==> src/grbf_pkg.sv <==
// Shared widths, constants and controller/datapath interface types for the RBF kernel unit.
package grbf_pkg;

	localparam int SIG_W        = 16;
	localparam int IN_W         = 16;
	localparam int OUT_W        = 16;
	localparam int SQ_W         = 32;
	localparam int SUM_W        = 44;
	localparam int DEN_W        = 33;
	localparam int REM_W        = 33;
	localparam int QUO_W        = 34;
	localparam int Y_W          = 32;
	localparam int E_W          = 33;
	localparam int N_W          = 4;
	localparam int CNT_W        = 6;
	localparam int SDV_W        = 36;
	localparam int NDIV_BITS    = 4;
	localparam int FRAC_BITS    = 30;

	localparam int DIV_STEPS    = QUO_W;
	localparam int NDIV_CYCLES  = SDV_W / NDIV_BITS;
	localparam int SERIES_TERMS = 13;
	localparam int SQUARINGS    = 4;

	localparam logic [SIG_W-1:0] SIGMA_RESET = 16'd4096;
	localparam logic [E_W-1:0]   ONE_Q32     = 33'h1_0000_0000;

	typedef struct packed {
		logic           capture;
		logic           accum;
		logic           load;
		logic           check;
		logic           div_step;
		logic           series_init;
		logic           mul;
		logic           divn_step;
		logic           divn_first;
		logic           add_term;
		logic           sq_step;
		logic           out_load;
		logic [N_W-1:0] n;
	} grbf_cmd_t;

	typedef struct packed {
		logic cut;
	} grbf_sts_t;

endpackage

==> src/grbf_ctrl.sv <==
// Controller: input handshake, sequencing of the kernel evaluation, output register valid.
module grbf_ctrl import grbf_pkg::*; (
	input  logic      clk,
	input  logic      arst_n,
	input  logic      in_valid,
	output logic      in_ready,
	input  logic      last_feature,
	output logic      out_valid,
	input  logic      out_ready,
	input  grbf_sts_t sts,
	output grbf_cmd_t cmd
);

	localparam logic [3:0] S_ACC  = 4'd0;
	localparam logic [3:0] S_LOAD = 4'd1;
	localparam logic [3:0] S_CHK  = 4'd2;
	localparam logic [3:0] S_DIV  = 4'd3;
	localparam logic [3:0] S_SINI = 4'd4;
	localparam logic [3:0] S_MUL  = 4'd5;
	localparam logic [3:0] S_DIVN = 4'd6;
	localparam logic [3:0] S_ADD  = 4'd7;
	localparam logic [3:0] S_SQR  = 4'd8;
	localparam logic [3:0] S_FIN  = 4'd9;

	logic [3:0]       state_q, state_d;
	logic [CNT_W-1:0] cnt_q, cnt_d;
	logic [N_W-1:0]   n_q, n_d;
	logic             pend_q;
	logic             out_valid_q;
	logic             in_fire;

	assign in_ready = (state_q == S_ACC);
	assign in_fire  = in_valid && in_ready;

	always_comb begin
		state_d = state_q;
		cnt_d   = cnt_q;
		n_d     = n_q;
		cmd     = '0;
		cmd.n   = n_q;
		case (state_q)
			S_ACC: begin
				cmd.capture = in_fire;
				cmd.accum   = pend_q;
				if (in_fire && last_feature)
					state_d = S_LOAD;
			end
			S_LOAD: begin
				cmd.load = 1'b1;
				state_d  = S_CHK;
			end
			S_CHK: begin
				cmd.check = 1'b1;
				cnt_d     = '0;
				state_d   = S_DIV;
			end
			S_DIV: begin
				if (sts.cut) begin
					state_d = S_FIN;
				end else begin
					cmd.div_step = 1'b1;
					cnt_d        = cnt_q + 1'b1;
					if (cnt_q == CNT_W'(DIV_STEPS - 1))
						state_d = S_SINI;
				end
			end
			S_SINI: begin
				cmd.series_init = 1'b1;
				n_d             = N_W'(1);
				state_d         = S_MUL;
			end
			S_MUL: begin
				cmd.mul = 1'b1;
				cnt_d   = '0;
				state_d = S_DIVN;
			end
			S_DIVN: begin
				cmd.divn_step  = 1'b1;
				cmd.divn_first = (cnt_q == '0);
				cnt_d          = cnt_q + 1'b1;
				if (cnt_q == CNT_W'(NDIV_CYCLES - 1))
					state_d = S_ADD;
			end
			S_ADD: begin
				cmd.add_term = 1'b1;
				cnt_d        = '0;
				if (n_q == N_W'(SERIES_TERMS)) begin
					state_d = S_SQR;
				end else begin
					n_d     = n_q + 1'b1;
					state_d = S_MUL;
				end
			end
			S_SQR: begin
				cmd.sq_step = 1'b1;
				cnt_d       = cnt_q + 1'b1;
				if (cnt_q == CNT_W'(SQUARINGS - 1))
					state_d = S_FIN;
			end
			S_FIN: begin
				if (!out_valid_q || out_ready) begin
					cmd.out_load = 1'b1;
					state_d      = S_ACC;
				end
			end
			default: state_d = S_ACC;
		endcase
	end

	always_ff @(posedge clk or negedge arst_n) begin
		if (!arst_n) begin
			state_q     <= S_ACC;
			cnt_q       <= '0;
			n_q         <= '0;
			pend_q      <= 1'b0;
			out_valid_q <= 1'b0;
		end else begin
			state_q <= state_d;
			cnt_q   <= cnt_d;
			n_q     <= n_d;
			pend_q  <= in_fire && !last_feature;
			if (cmd.out_load)
				out_valid_q <= 1'b1;
			else if (out_ready)
				out_valid_q <= 1'b0;
		end
	end

	assign out_valid = out_valid_q;

endmodule

==> config.mk <==
export PLATFORM = sky130hd
export DESIGN_NAME = grbf_ctrl
export DESIGN_NICKNAME = d
export VERILOG_FILES = /design/src/grbf_pkg.sv /design/src/grbf_ctrl.sv
export SDC_FILE = /design/constraint.sdc
export NUM_CORES = 1
export LEC_CHECK = 0
export ABC_AREA = 1
export BUFFER_PORTS_ARGS = -buffer_cell sky130_fd_sc_hd__buf_2
export CORE_MARGIN = 3
export CORE_UTILIZATION = 57
export DETAILED_ROUTE_END_ITERATION = 6
export PLACE_DENSITY = 0.83
export SKIP_LAST_GASP = 1
export SYNTH_ARGS = -nofsm -noshare
export SYNTH_HDL_FRONTEND = slang
export SYNTH_SLANG_ARGS = --single-unit
==> constraint.sdc <==
create_clock -name clk -period 2.75 [get_ports clk]
set_input_delay 0.55 -clock clk [delete_from_list [all_inputs] [get_ports clk]]
set_output_delay 0.55 -clock clk [all_outputs]
set_load 0.05 [all_outputs]
==> summary by stage <==
Die
The floorplan step defined a die boundary enclosing 2590 um2. The boundary pin count is 24. Once the floorplan was initialized, standard cells occupied 63.1% of the core. The die height is 50.9 um.

The core region area is 1820 um2. The row count is 15. Measured along the x axis, the die boundary spans 50.9 um.

Yosys
The number of synthesis warnings is 0. By count the netlist is led by 37 x sky130_fd_sc_hd__nand2_1, 27 x sky130_fd_sc_hd__inv_1, 23 x sky130_fd_sc_hd__nor2_1, 22 x sky130_fd_sc_hd__nand3_1, 16 x sky130_fd_sc_hd__dfrtp_1. Of the total synthesized cell area, the portion taken by AND, OR, NAND and NOR gates is 44.4%. The share of flip-flops with an asynchronous set or reset is 100%. Synthesis produced a netlist whose cell count is 166. The number of nets in the synthesized netlist is 177. Of all cell types, the one taking the most synthesized area is sky130_fd_sc_hd__dfrtp_1. The synthesized design contains 0 enable-type register cells.

The synthesized cell area is 1150 um2. After Yosys synthesis, XOR and XNOR cells account for 0.763% of the synthesized area. By area the synthesized netlist is led by sky130_fd_sc_hd__dfrtp_1 35%, sky130_fd_sc_hd__nand2_1 12%, sky130_fd_sc_hd__nand3_1 9.6%. The total of flip-flops plus latches after synthesis is 16.

In this run the biggest area consumer among cell types represents 34.9% of the synthesized area. Among all cell types in the netlist, the one instantiated most often is sky130_fd_sc_hd__nand2_1. The fraction of the mapped netlist area in adder cells is 5.45%. Summing the areas of all compound-gate instances in the mapped netlist gives 4.36% of the synthesized area. The sequential cell area fraction in the yosys report is 34.9%. Counting distinct cell types in the post-synthesis netlist gives 20. After synthesis, the largest family of logic cells by area is simple AND/OR/NAND/NOR gates. In this run the mean area of a mapped cell was 6.92 um2. The most used flip-flop cell after synthesis is sky130_fd_sc_hd__dfrtp_1. The portion of netlist area occupied by mux cells is 0%.

Clock network
The TritonCTS buffer count is 3. The count of clock tree sinks is 16. The clock latency on the worst-skew pair is 0.28 ns. In this run the post-CTS setup repair buffer count came out at 0.

No sink is reached through more buffers than the 2 on the longest clock path. The TritonCTS clock tree is built. The number of instances resized during post-cts repair is 0. The root buffer cell chosen for the clock tree is sky130_fd_sc_hd__clkbuf_4. The number of hold buffers added after CTS was 0.

The clock transition at the register clock pins on the worst setup and hold paths after CTS is 0.09 ns. The number of levels in the clock H-tree is 1.

Layout
The final net count is 205. From synthesis to final layout, the design area changed by 14.7%. For this run, the share of the core covered by cells in the final layout is 72.4%. The fraction of layout instances using a drive strength above 1 is 23.4%.

The antenna diode count is 0.

Timing
The final number of hold-violating endpoints was 0. Timing would allow up to 470 MHz. The final cycle utilization of the critical path is 77.4%. The final max-slew violation count came to 0. The worst clock skew is 0.00277 ns.

The worst hold-check slack is 0.161 ns. Setup violations remaining at the end of the flow were counted as 0. The final total negative setup slack is 0 ns. The worst path needs 2.13 ns of the cycle, external delays included.

Setup repair after global routing left no endpoint under its margin. The tightest slew margin relative to the limit is 71.7%. The actual transition at the worst max-transition pin is 0.425 ns.

Global routing
The wire length of the first global-routing pass is 4510 um. The fraction of met2 tracks used by global routing is 40.2%. The overall fraction of global-route tracks in use is 22.7%. Entering global routing, the biggest net connects 17 pins. Global routing finished with a remaining overflow of 0. The initial antenna violation count is 0. The via count of the first global-routing pass came to 1089.

In the global route stage, met1 resource usage came out at 27.9%. met2 is the most crowded layer. For met3 alone, demand over resource in global routing was 2.62%.

Route
Dividing the detail-routed wire length by the instance count gives 11.8 um. The routed layout has 1141 vias. The DRC marker count from the first detailed-route iteration is 36. Wires add up to 2550 um.

After detailed routing, the number of remaining DRC violations is 0. The ratio of routed vias to standard cells is 5.26. The number of nets still failing antenna checks after routing is 0. The first-pass iteration count of the detailed router is 4.

Critical path
Among all stages on the critical path, the largest delay is contributed by sky130_fd_sc_hd__dfrtp_1. The type of the setup path with the least slack is reg2out. STA classifies the critical path endpoint as an output port. Along the worst path, the maximum fanout reaches 5. For the worst setup path, the data required time is 2.20 ns. The signal on the critical path passes through inv_1 -> nor2_1 -> inv_1 -> nor3_1 -> buf_2. For the worst setup path, the data arrival time is 1.58 ns. Among the stages of the critical path, the cell type that occurs most often is sky130_fd_sc_hd__inv_1. The element type at the critical path start is a register. On the worst path, the slowest cell contributes a delay of 0.44 ns.

Outcome
The run finished with clean final reports.

Pwr
VDD sags by at most 0.000833 V. The leakage power is 0.791 nW. Dividing total power by cell area gives a power density of 1220 nW/um2.

Placement
During placement, the flow inserted port buffers numbering 23. The congestion estimate from routability-driven global placement came to 0.906. The post-detailed-placement half-perimeter wirelength is 2060 um.

Job
Across the run, the number of max-cap violations was 0.

Min path
The min-delay analysis places its worst path in the category in2async.
[cell families (layout without fill, tap and decap cells)]
family	after synthesis	after routing
simple gates	104	104
flops	16	16
buf+inv	31	57
xor+xnor	1	1
compound gates	9	9
fa+ha+maj	5	5
[metal layers]
metal  vias to the layer above  routed length (um)
met2                        35                1260
met3                         7                 123
met5                         -                   0
met4                         0                  46
met1                       528                1130
li1                        571                   -
[cell usage in the layout, fill, tap and decap left out]
| cell type | count |
|---|---|
| sky130_fd_sc_hd__ha_1 | 5 |
| sky130_fd_sc_hd__nor2_2 | 6 |
| sky130_fd_sc_hd__nor2_8 | 1 |
| sky130_fd_sc_hd__nand3b_1 | 1 |
| sky130_fd_sc_hd__nor3_1 | 5 |
| sky130_fd_sc_hd__nand2_1 | 37 |
| sky130_fd_sc_hd__clkbuf_4 | 3 |
| sky130_fd_sc_hd__dfrtp_1 | 16 |
| sky130_fd_sc_hd__nand3_4 | 1 |
| sky130_fd_sc_hd__o22ai_1 | 1 |
| sky130_fd_sc_hd__inv_2 | 4 |
| sky130_fd_sc_hd__buf_2 | 23 |
| sky130_fd_sc_hd__inv_1 | 27 |
| sky130_fd_sc_hd__nand3_1 | 22 |
| sky130_fd_sc_hd__o21ai_2 | 1 |
| sky130_fd_sc_hd__nor3b_1 | 2 |
| sky130_fd_sc_hd__nand2_4 | 3 |
| sky130_fd_sc_hd__a21oi_1 | 4 |
| sky130_fd_sc_hd__o21ai_0 | 3 |
| sky130_fd_sc_hd__xor2_1 | 1 |
| sky130_fd_sc_hd__nor2_1 | 23 |
| sky130_fd_sc_hd__nand2_2 | 3 |
[critical path, delay by kind of cell, from the launching register on]
kind | cells | cell delay, ns
buf+inv | 3 | 0.49
simple gates | 2 | 0.36
flops | 1 | 0.44
[state kept, by name (all words and copies together), names as in the netlist]
name       flops
cnt_q          6
n_q            4
state_q        4
out_valid      1
pend_q         1
[metrics by stage]
stage | std cells | instance area [um2] | total power [W] | setup WS, ns
6_report | 217 | 1320 | 0.00161 | 0.622
2_1_floorplan | 166 | 1150 | 0.00126 | 0.434
3_3_place_gp | 214 | 1290 | 0.00145 | 0.975
4_1_cts | 217 | 1320 | 0.00161 | 0.616
3_5_place_dp | 214 | 1290 | 0.00149 | 0.946
5_1_grt | 217 | 1320 | 0.00174 | 0.494
[worst paths after layout]
kind	from	end	slack, ns	depth (start not counted)
worst max-delay path	state_q[0]	cmd[13]	0.62	5
worst min-delay path	arst_n	state_q[3]	0.16	1
worst max register to register	cnt_q[1]	state_q[0]	1.24	9
worst min register to register	out_valid	out_valid	0.57	2
max in group asynchronous	arst_n	cnt_q[2]	2.32	1
min in group clk	last_feature	pend_q	0.43	2
[cell type report]
cell class                 instances  area, um2
tap                               25       31.3
multi-input combinational        119        632
inverter                          31        116
fill                             152        503
sequential                        16        400
timing repair buffer              23        115
clock buffer                       3       22.5
[where the power goes]
group          leakage [nW]  internal (W)  switching, W
clock network        0.0138     0.0000509     0.0000711
registers             0.209      0.000316     0.0000892
logic                 0.567      0.000289      0.000790
Note: power is estimated with default switching activity, not from simulation.
